File: src/rtl/core/i2c_hts_pkg.sv
`timescale 1ns / 1ps

package i2c_hts_pkg;

  // bus event codes
  typedef enum logic [1:0] {
    FuncConnect = 2'd0,
    FuncWrite   = 2'd1,
    FuncRead    = 2'd2
  } func_e;

  // progress through the measure command AC 33 00
  typedef enum logic [2:0] {
    ProgIdle   = 3'b001,
    ProgSawAc  = 3'b010,
    ProgSawCmd = 3'b100
  } prog_e;

  localparam int unsigned FrameLen = 7;
  localparam int unsigned PosW     = $clog2(FrameLen + 1);
  localparam int unsigned CodeW    = 20;
  localparam int unsigned HumW     = 14;
  localparam int unsigned TempW    = 15;

  localparam logic [7:0] CmdByte0   = 8'hAC;
  localparam logic [7:0] CmdByte1   = 8'h33;
  localparam logic [7:0] CmdByte2   = 8'h00;
  localparam logic [7:0] StatusByte = 8'h1C;
  localparam logic [7:0] NoDataByte = 8'hFF;
  localparam logic [7:0] CrcPoly    = 8'h31;
  localparam logic [7:0] CrcInit    = 8'hFF;

  localparam logic signed [TempW:0] TempOffset = (TempW + 1)'(5000);

  // ceil(2^40 / 625): x * 2^16 / 625 exact as (x * Recip) >> 24 for 14-bit x,
  // x * 2^15 / 625 exact as (x * Recip) >> 25 for 15-bit x
  localparam int unsigned RecipW = 31;
  localparam logic [RecipW-1:0] Recip = 31'd1759218605;

  typedef logic [CodeW-1:0] code_t;

  // bitwise CRC-8, MSB first, over six bytes
  function automatic logic [7:0] crc8_run(logic [7:0] init, logic [47:0] data);
    logic [7:0] crc;
    crc = init;
    for (int i = 47; i >= 0; i--) begin
      if (crc[7] ^ data[i]) begin
        crc = {crc[6:0], 1'b0} ^ CrcPoly;
      end else begin
        crc = {crc[6:0], 1'b0};
      end
    end
    return crc;
  endfunction

  // contribution of one set code bit; CRC is linear so columns simply xor
  function automatic logic [7:0] crc8_column(int unsigned bit_idx);
    return crc8_run(8'h00, 48'(1) << bit_idx);
  endfunction

  localparam logic [7:0] CrcBase = crc8_run(CrcInit, {StatusByte, 40'b0});

endpackage

File: src/rtl/core/i2c_humidity_temperature_sensor_core.sv
`timescale 1ns / 1ps

// channel | handshake              | word
// --------+------------------------+------------------------------------------------
// in      | in_valid_i / in_stall_o | func_i, write_byte_i, humidity_centi_i,
//         |                        | temperature_centi_i
// out     | out_valid_o/out_stall_i | read_byte_o, ack_o
//
// One word per cycle sustained while out is not stalled; each word passes the input register, then the result register.
// The conversion multipliers and CRC network sit between those two registers.
// rst_ni clears the valid flags, command progress, read position and ready flag;
// the stored frame codes are undefined until the first measure command.
// A stall on out holds the result; in stalls only when both registers are full.
module i2c_humidity_temperature_sensor_core (
  input  logic                                      clk_i,
  input  logic                                      rst_ni,
  input  logic                                      in_valid_i,
  output logic                                      in_stall_o,
  input  logic [1:0]                                func_i,
  input  logic [7:0]                                write_byte_i,
  input  logic [i2c_hts_pkg::HumW-1:0]              humidity_centi_i,
  input  logic signed [i2c_hts_pkg::TempW-1:0]      temperature_centi_i,
  output logic                                      out_valid_o,
  input  logic                                      out_stall_i,
  output logic [7:0]                                read_byte_o,
  output logic                                      ack_o
);

  // input register
  logic                                 s1_valid_q;
  logic [1:0]                           s1_func_q;
  logic [7:0]                           s1_byte_q;
  logic [i2c_hts_pkg::HumW-1:0]         s1_hum_q;
  logic signed [i2c_hts_pkg::TempW-1:0] s1_temp_q;

  // result register
  logic       out_valid_q;
  logic [7:0] read_byte_q;

  // block state
  i2c_hts_pkg::prog_e             prog_q, prog_d;
  logic [i2c_hts_pkg::PosW-1:0]   read_pos_q, read_pos_d;
  logic                           ready_q, ready_d;
  i2c_hts_pkg::code_t             rh_q, tc_q;
  logic                           trigger;

  logic out_load, s1_adv;

  assign out_load   = !out_valid_q || !out_stall_i;
  assign s1_adv     = s1_valid_q && out_load;
  assign in_stall_o = s1_valid_q && !out_load;

  always_ff @(posedge clk_i or negedge rst_ni) begin
    if (!rst_ni) begin
      s1_valid_q <= 1'b0;
    end else if (!in_stall_o) begin
      s1_valid_q <= in_valid_i;
    end
  end

  always_ff @(posedge clk_i) begin
    if (in_valid_i && !in_stall_o) begin
      s1_func_q <= func_i;
      s1_byte_q <= write_byte_i;
      s1_hum_q  <= humidity_centi_i;
      s1_temp_q <= temperature_centi_i;
    end
  end

  // conversion to 20-bit codes
  logic [i2c_hts_pkg::HumW+i2c_hts_pkg::RecipW-1:0]  rh_prod;
  logic [i2c_hts_pkg::TempW+i2c_hts_pkg::RecipW-1:0] tc_prod;
  logic signed [i2c_hts_pkg::TempW:0]                t_sum;
  logic [i2c_hts_pkg::CodeW:0]                       rh_raw, tc_raw;
  i2c_hts_pkg::code_t                                rh_new, tc_new;

  always_comb begin
    t_sum   = (i2c_hts_pkg::TempW + 1)'(s1_temp_q) + i2c_hts_pkg::TempOffset;
    rh_prod = (i2c_hts_pkg::HumW + i2c_hts_pkg::RecipW)'(s1_hum_q)
              * (i2c_hts_pkg::HumW + i2c_hts_pkg::RecipW)'(i2c_hts_pkg::Recip);
    tc_prod = (i2c_hts_pkg::TempW + i2c_hts_pkg::RecipW)'(t_sum[i2c_hts_pkg::TempW-1:0])
              * (i2c_hts_pkg::TempW + i2c_hts_pkg::RecipW)'(i2c_hts_pkg::Recip);
    rh_raw  = rh_prod[44:24];
    tc_raw  = tc_prod[45:25];
    rh_new  = rh_raw[i2c_hts_pkg::CodeW] ? '1 : rh_raw[i2c_hts_pkg::CodeW-1:0];
    if (t_sum[i2c_hts_pkg::TempW]) begin
      tc_new = '0;
    end else begin
      tc_new = tc_raw[i2c_hts_pkg::CodeW] ? '1 : tc_raw[i2c_hts_pkg::CodeW-1:0];
    end
  end

  // frame bytes from the stored codes
  logic [2*i2c_hts_pkg::CodeW-1:0] codes;
  logic [7:0] crc;
  logic [7:0] frame_byte;

  assign codes = {rh_q, tc_q};

  always_comb begin
    crc = i2c_hts_pkg::CrcBase;
    for (int unsigned i = 0; i < 2 * i2c_hts_pkg::CodeW; i++) begin
      if (codes[i]) begin
        crc = crc ^ i2c_hts_pkg::crc8_column(i);
      end
    end
  end

  always_comb begin
    case (read_pos_q)
      3'd0:    frame_byte = i2c_hts_pkg::StatusByte;
      3'd1:    frame_byte = rh_q[19:12];
      3'd2:    frame_byte = rh_q[11:4];
      3'd3:    frame_byte = {rh_q[3:0], tc_q[19:16]};
      3'd4:    frame_byte = tc_q[15:8];
      3'd5:    frame_byte = tc_q[7:0];
      3'd6:    frame_byte = crc;
      default: frame_byte = 8'h00;
    endcase
  end

  // event handling
  logic [7:0] result;

  always_comb begin
    prog_d     = prog_q;
    read_pos_d = read_pos_q;
    ready_d    = ready_q;
    trigger    = 1'b0;
    result     = 8'h00;
    unique case (s1_func_q)
      i2c_hts_pkg::FuncConnect: begin
        prog_d     = i2c_hts_pkg::ProgIdle;
        read_pos_d = '0;
      end
      i2c_hts_pkg::FuncWrite: begin
        unique case (prog_q)
          i2c_hts_pkg::ProgIdle: begin
            if (s1_byte_q == i2c_hts_pkg::CmdByte0) begin
              prog_d = i2c_hts_pkg::ProgSawAc;
            end
          end
          i2c_hts_pkg::ProgSawAc: begin
            prog_d = (s1_byte_q == i2c_hts_pkg::CmdByte1) ? i2c_hts_pkg::ProgSawCmd
                                                          : i2c_hts_pkg::ProgIdle;
          end
          i2c_hts_pkg::ProgSawCmd: begin
            if (s1_byte_q == i2c_hts_pkg::CmdByte2) begin
              trigger = 1'b1;
              ready_d = 1'b1;
            end
          end
          default: prog_d = i2c_hts_pkg::ProgIdle;
        endcase
      end
      i2c_hts_pkg::FuncRead: begin
        if (!ready_q) begin
          result = i2c_hts_pkg::NoDataByte;
        end else begin
          result = frame_byte;
          if (read_pos_q >= i2c_hts_pkg::PosW'(i2c_hts_pkg::FrameLen - 1)) begin
            ready_d = 1'b0;
          end
          if (read_pos_q < i2c_hts_pkg::PosW'(i2c_hts_pkg::FrameLen)) begin
            read_pos_d = read_pos_q + 1'b1;
          end
        end
      end
      default: ;
    endcase
  end

  always_ff @(posedge clk_i or negedge rst_ni) begin
    if (!rst_ni) begin
      prog_q      <= i2c_hts_pkg::ProgIdle;
      read_pos_q  <= '0;
      ready_q     <= 1'b0;
      out_valid_q <= 1'b0;
    end else begin
      if (s1_adv) begin
        prog_q     <= prog_d;
        read_pos_q <= read_pos_d;
        ready_q    <= ready_d;
      end
      if (out_load) begin
        out_valid_q <= s1_valid_q;
      end
    end
  end

  always_ff @(posedge clk_i) begin
    if (s1_adv && trigger) begin
      rh_q <= rh_new;
      tc_q <= tc_new;
    end
    if (s1_adv) begin
      read_byte_q <= result;
    end
  end

  assign out_valid_o = out_valid_q;
  assign read_byte_o = read_byte_q;
  assign ack_o       = 1'b1;

`ifndef SYNTH
  // last frame byte read drops the ready flag
  assert property (@(posedge clk_i) disable iff (!rst_ni)
    s1_adv && s1_func_q == i2c_hts_pkg::FuncRead && ready_q && read_pos_q >= 3'd6
    |=> !ready_q)
    else $error("ready flag survived end of frame");

  // a read with no measurement returns the no-data byte
  assert property (@(posedge clk_i) disable iff (!rst_ni)
    s1_adv && s1_func_q == i2c_hts_pkg::FuncRead && !ready_q
    |=> out_valid_q && read_byte_q == i2c_hts_pkg::NoDataByte)
    else $error("read without measurement not 0xFF");

  // connect rewinds command and read position
  assert property (@(posedge clk_i) disable iff (!rst_ni)
    s1_adv && s1_func_q == i2c_hts_pkg::FuncConnect
    |=> read_pos_q == '0 && prog_q == i2c_hts_pkg::ProgIdle)
    else $error("connect did not rewind");

  // read position only moves forward between connects
  assert property (@(posedge clk_i) disable iff (!rst_ni)
    s1_adv && s1_func_q != i2c_hts_pkg::FuncConnect
    |=> read_pos_q >= $past(read_pos_q))
    else $error("read position went backwards");
`endif

endmodule

File: config.mk
export PLATFORM = sky130hd
export DESIGN_NAME = i2c_humidity_temperature_sensor_core
export DESIGN_NICKNAME = d
export VERILOG_FILES = /design/src/rtl/core/i2c_hts_pkg.sv /design/src/rtl/core/i2c_humidity_temperature_sensor_core.sv
export SDC_FILE = /design/constraint.sdc
export NUM_CORES = 1
export LEC_CHECK = 0
export BUFFER_PORTS_ARGS = -buffer_cell sky130_fd_sc_hd__buf_2
export CAP_MARGIN = 20
export CORE_ASPECT_RATIO = 0.5
export CORE_MARGIN = 2
export CORE_UTILIZATION = 70
export DETAILED_ROUTE_END_ITERATION = 10
export PLACE_DENSITY = 0.95
export SYNTH_ARGS = -nofsm -noshare
export SYNTH_HDL_FRONTEND = slang
export SYNTH_SLANG_ARGS = --single-unit
File: constraint.sdc
create_clock -name clk_i -period 18.4 [get_ports clk_i]
set_clock_uncertainty 0.05 [all_clocks]
set_input_delay 3.68 -clock clk_i [delete_from_list [all_inputs] [get_ports clk_i]]
set_output_delay 3.68 -clock clk_i [all_outputs]
set_load 0.05 [all_outputs]
==> results of run 1 <==
-- registers in the layout, indices dropped and copies added (netlist names) --
signal and cells:
s1_byte_q 8, prog_q 3, s1_valid_q 1, s1_hum_q 14, rh_q 20, out_valid_o 1, s1_temp_q 15, read_pos_q 3
s1_func_q 2, read_byte_o 8, ready_q 1, tc_q 20
-- worst max-delay path, delay by kind of cell, from the launching register on --
family                   cells  cell delay, ns
AO/OA/AOI/OAI                8            2.24
flip-flops                   1            0.54
adder cells (fa/ha/maj)      6            2.88
buffers and inverters        6            0.66
AND/OR/NAND/NOR              6            1.15
XOR/XNOR                     2            0.69
-- layout make-up --
type,instances,area [um^2],share of cell area
clock buffers,9,225,0.0114
clock inverters,7,72.6,0.00367
inverters,441,1660,0.0837
multi-input cells,1198,14200,0.719
flip-flops and latches,96,2840,0.143
well taps,352,440,0.0223
repair buffers,59,325,0.0164
-- synth_stat cells, types with 3 or more instances --
master	n	share of area
a21o_1	22	0.0088
nand3_1	20	0.0053
o21bai_1	6	0.0024
a222oi_1	9	0.0048
edfxtp_1	87	0.14
nor3_1	8	0.0021
and3_1	6	0.0020
a21oi_1	53	0.014
a211o_1	3	0.0014
nand2_1	44	0.0088
nor2_1	23	0.0046
a31oi_1	15	0.0050
xor2_1	40	0.019
dfrtp_1	8	0.011
ha_1	314	0.21
o21ai_1	6	0.0016
nor4_1	3	0.0010
nand4_1	16	0.0053
inv_1	441	0.088
or2_2	4	0.0013
nor2b_1	8	0.0027
a211oi_1	4	0.0016
clkbuf_1	12	0.0024
o21a_1	28	0.011
xnor2_1	110	0.051
o21ai_0	38	0.010
o211a_1	3	0.0016
nand2b_1	32	0.011
fa_1	321	0.34
or3_1	4	0.0013
o211ai_1	6	0.0024
-- worst min path at each step --
stage	startpoint	to	slack [ns]
after floorplan	s1_valid_q	out_valid_o	0.41
after global placement	s1_valid_q	out_valid_o	0.42
after detailed placement	s1_valid_q	out_valid_o	0.43
after CTS	s1_valid_q	out_valid_o	0.45
after global routing	s1_valid_q	out_valid_o	0.49
final	s1_valid_q	out_valid_o	0.45
-- layer usage --
| layer | GRT usage | up-vias | wire, um |
|---|---|---|---|
| met3 | 0.0789 | 290 | 4110 |
| met2 | 0.629 | 785 | 23300 |
| met4 | 0.235 | 0 | 3530 |
| met5 | 0 | - | 0 |
| li1 | - | 5756 | - |
| met1 | 0.410 | 6565 | 16900 |
-- stage by stage --
stage | utilization | setup slack [ns] | area [um^2]
2_1_floorplan | - | 10.57 | 18800
3_5_place_dp | 0.736 | 10.16 | 19500
4_1_cts | 0.747 | 10.11 | 19800
3_3_place_gp | 0.736 | 10.42 | 19500
5_1_grt | 0.748 | 9.55 | 19800
6_report | 0.748 | 9.96 | 19800
-- cell families (layout without fill, tap and decap cells) --
| kind of cell | after synthesis | count (layout) |
|---|---|---|
| other | 1 | 1 |
| multiplexers | 2 | 2 |
| AO/OA/AOI/OAI | 227 | 227 |
| buffers and inverters | 459 | 516 |
| XOR/XNOR | 151 | 151 |
| flip-flops | 96 | 96 |
| adder cells (fa/ha/maj) | 635 | 635 |
| AND/OR/NAND/NOR | 182 | 182 |
==> metrics.txt, run 1 <==
Die Y 120 um; Rows 42; Root Buffer clkbuf_16; ANT cells 0; Crit Path Max Fanout 9; Worst Setup SP s1_temp_q[3]; CP arrival 8.54 ns; largest net degree at the start of global routing 42; vias in the first global route 14.8k; XOR/XNOR Fraction of Synth Area 0.0711; Initial Utilization 0.711; post_cts resized 0; CP endpoint tc_q[11]; area fraction in compound gates after synthesis 0.0819; vias per inst 6.20; core area 26400 um^2; r2r setup slk 9.96 ns; CTS tree yes; commonest cells after routing, fill and taps aside inv_1, fa_1, ha_1, xnor2_1, edfxtp_1; r2r endpoint tc_q[11]; Final setup viols 0; die width 236 um; Post-synth EDFFs 87; # Post-CTS Setup Buffers 0; Req. time, crit path 18.50 ns; CP Launch Type register; Max Clk Rate 0.118 GHz; Hold Worst Slack 0.455 ns; hold buffers post-CTS 0; Slowest Stage Delay on Critical Path 0.63 ns; clock latency on the worst-skew pair 0.39 ns; post-layout min period 8.44 ns; drt pass-1 iters 7; # H-tree levels 3; Final nets 2483; Main synth FF type edfxtp_1; Worst-path clk slew 0.08 ns; # IOs 54; Synth Warn # 0; Layout Area Growth over Synthesis 5.22%; WL final 47900 um; adder-cell share of the synthesized area 0.551; die area 28300 um^2; 1st-iter DRT viols 1040; cell area after synthesis 18800 um^2; cell count of the worst reg-to-reg path 28; CTS Buf Count 9; Tcrit/Tclk final 0.459; first-pass GRT wire length 76600 um; GRT Residual Overflow 0; wire per inst 22.1 um; clk buf depth 2; IO Port Bufs 52; ys async rst share 0.0938; DRC Markers 0; Tot GR Track Use 0.362; syn avg cell area 10.7 um^2; Worst path slowest cell a31oi_1; #FFs+latches synth 96; HP Class register to register; GPL Wtd Cong 1.04; post-DP HPWL 40400 um; most common cell after layout, fill and taps aside inv_1; routed vias 13.4k; Slew headroom 0.293; Final Max Tran Viols 0; hold path depth 1; Filler cells 1677; Worst Tran Pin Value 1.06 ns; unique cell type count in the Yosys netlist 74; Setup TNS 0 ns; Placed Instances 2144; mux cell area share after synthesis 0.00113; Final Hold Fails 0; layout cell share with drive strength beyond 1 0.0536; final std cells w/o fill 2162; Sink Count 96; ANT nets after route 0; simple-gate share of the synthesized area 0.0512; Syn Inst Count 1753; RSZ-0062 raised after global routing false; main combinational cell family by area after synthesis adder cells; Setup crit end kind register; register area share after synthesis 0.151; WS Path Type register to register; Synth Net Count 2431; cell mode on critical path inv_1; max cap viols 0; FF-to-FF Start s1_temp_q[3]; initial antenna violation count 1; status completed
Power of run 1 is left out: the tool's default activity adds up to more than one toggle a clock period on the data nets, which glitch-free logic cannot reach.
==> run 2, diff against run 1 <==
--- a/config.mk
+++ b/config.mk
@@ -9,9 +9,9 @@
 export CAP_MARGIN = 20
 export CORE_ASPECT_RATIO = 0.5
 export CORE_MARGIN = 2
-export CORE_UTILIZATION = 70
+export CORE_UTILIZATION = 60
 export DETAILED_ROUTE_END_ITERATION = 10
-export PLACE_DENSITY = 0.95
+export PLACE_DENSITY = 0.9
 export SYNTH_ARGS = -nofsm -noshare
 export SYNTH_HDL_FRONTEND = slang
 export SYNTH_SLANG_ARGS = --single-unit
==> constraint.sdc (replaced) <==
create_clock -name clk_i -period 7.3 [get_ports clk_i]
set_clock_uncertainty 0.05 [all_clocks]
set_input_delay 1.46 -clock clk_i [delete_from_list [all_inputs] [get_ports clk_i]]
set_output_delay 1.46 -clock clk_i [all_outputs]
set_load 0.05 [all_outputs]
==> metrics.txt, run 2 (same netlist as run 1, synthesis figures left out) <==
status finished, violations left; violated checks negative setup slack; Crit Path Max Fanout 5; core area 30600 um^2; DRC Markers 0; die area 32900 um^2; crit path buf inv count 6; vias per inst 5.93; Worst path slowest cell fa_2; drt pass-1 iters 6; RSZ-0062 raised after global routing true; CP Launch Type register; die width 254 um; clk buf depth 2; most common cell after layout, fill and taps aside inv_1; # IOs 54; Tcrit/Tclk final 1.03; Rows 45; multi-input logic area 14700 um^2; Final Max Tran Viols 0; WL final 51800 um; Crit path max-delay family adder cells; Hold Worst Slack 0.462 ns; CP arrival 7.63 ns; vias in the first global route 14.9k; 1st-iter DRT viols 994; initial antenna violation count 2; post-layout min period 7.52 ns; GPL Wtd Cong 1.05; IO Port Bufs 52; clock latency on the worst-skew pair 0.39 ns; ANT nets after route 0; Filler cells 2031; wire per inst 22.2 um; hold buffers post-CTS 0; post-route setup slack -0.225 ns; Root Buffer clkbuf_16; Sink Count 96; Setup crit end kind register; first-pass GRT wire length 78100 um; GRT Residual Overflow 0; commonest cells after routing, fill and taps aside inv_1, fa_1, ha_1, xnor2_1, buf_4; Slowest Stage Delay on Critical Path 0.56 ns; layout cell share with drive strength beyond 1 0.148; WS Path Type register to register; Initial Utilization 0.615; Worst-path clk slew 0.09 ns; Die Y 129 um; Slew headroom 0.547; Tot GR Track Use 0.318; Final Hold Fails 0; post-DP HPWL 40200 um; routed vias 13.9k; CTS Buf Count 9; Worst Tran Pin Value 0.672 ns; max cap viols 0; Max Clk Rate 0.133 GHz; Final nets 2588; FF+latch area 2840 um^2; Req. time, crit path 7.41 ns; biggest regs rh_q (20), tc_q (20), s1_temp_q (15); Layout Area Growth over Synthesis 12.7%; HP Class register to register; # H-tree levels 3; largest net degree at the start of global routing 42; Final setup viols 20; CTS tree yes
-- run 2: changes by cell type in the layout (fill, tap and decap cells not counted), sizes merged --
cell      delta
clkinv       +3
diode        +1
clkbuf       +1
clkinvlp     -1
inv          -2
buf        +104
-- run 2: timing repair --
| action | CTS | global route |
|---|---|---|
| resized for setup | 58 | 47 |
| setup endpoints to repair | 20 | 20 |
| setup buffers | 8 | 11 |
| pin swaps | 15 | 83 |
| gates cloned | 2 | 1 |
-- run 2: metal layers --
| layer | wire length, um | vias to the layer above | GRT usage | share of wire |
|---|---|---|---|---|
| met4 | 4030 | 0 | 0.196 | 0.078 |
| met1 | 18000 | 6812 | 0.355 | 0.35 |
| met2 | 25200 | 775 | 0.560 | 0.49 |
| li1 | - | 5984 | - | - |
| met5 | 0 | - | 0 | 0 |
| met3 | 4560 | 288 | 0.0749 | 0.088 |
-- run 2: path summary, 6_finish.rpt --
path	startpoint	end	slack [ns]	depth (start not counted)
worst max-delay path	s1_temp_q[3]	tc_q[11]	-0.22	29
worst min-delay path	prog_q[0]	prog_q[0]	0.46	2
worst max register to register	s1_temp_q[3]	tc_q[11]	-0.22	29
worst min register to register	prog_q[0]	prog_q[0]	0.46	2
max in group asynchronous	rst_ni	prog_q[0]	6.10	1
min in group asynchronous	rst_ni	s1_valid_q	0.85	1
-- run 2: cell type report --
| type | instances | share of cell area |
|---|---|---|
| Tap cell | 423 | 0.0250 |
| Inverter | 441 | 0.0782 |
| Sequential cell | 96 | 0.134 |
| Clock buffer | 9 | 0.0106 |
| Clock inverter | 7 | 0.00490 |
| Multi-Input combinational cell | 1198 | 0.692 |
| Timing Repair Buffer | 164 | 0.0550 |
| Antenna cell | 1 | 0.000118 |
-- run 2: worst register-to-register path: cells and delay by family, from the launching register on --
family | cells | cell delay (ns)
adder cells (fa/ha/maj) | 8 | 3.50
buffers and inverters | 6 | 0.56
AO/OA/AOI/OAI | 8 | 1.47
AND/OR/NAND/NOR | 5 | 0.91
flip-flops | 1 | 0.44
XOR/XNOR | 2 | 0.33
-- run 2: per-stage QoR --
step | instances | worst slack (ns) | setup TNS (ns) | utilization | cell area (um^2)
6_report | 2339 | -0.225 | -4.10 | 0.693 | 21200
5_1_grt | 2339 | -0.366 | -6.81 | 0.693 | 21200
4_1_cts | 2327 | -0.0261 | -0.217 | 0.685 | 20900
3_5_place_dp | 2301 | -0.398 | -7.74 | 0.661 | 20200
3_3_place_gp | 2301 | -0.168 | -3.33 | 0.661 | 20200
2_1_floorplan | 1753 | 0.0398 | 0 | - | 18800
Power of run 2 is left out for the same reason.
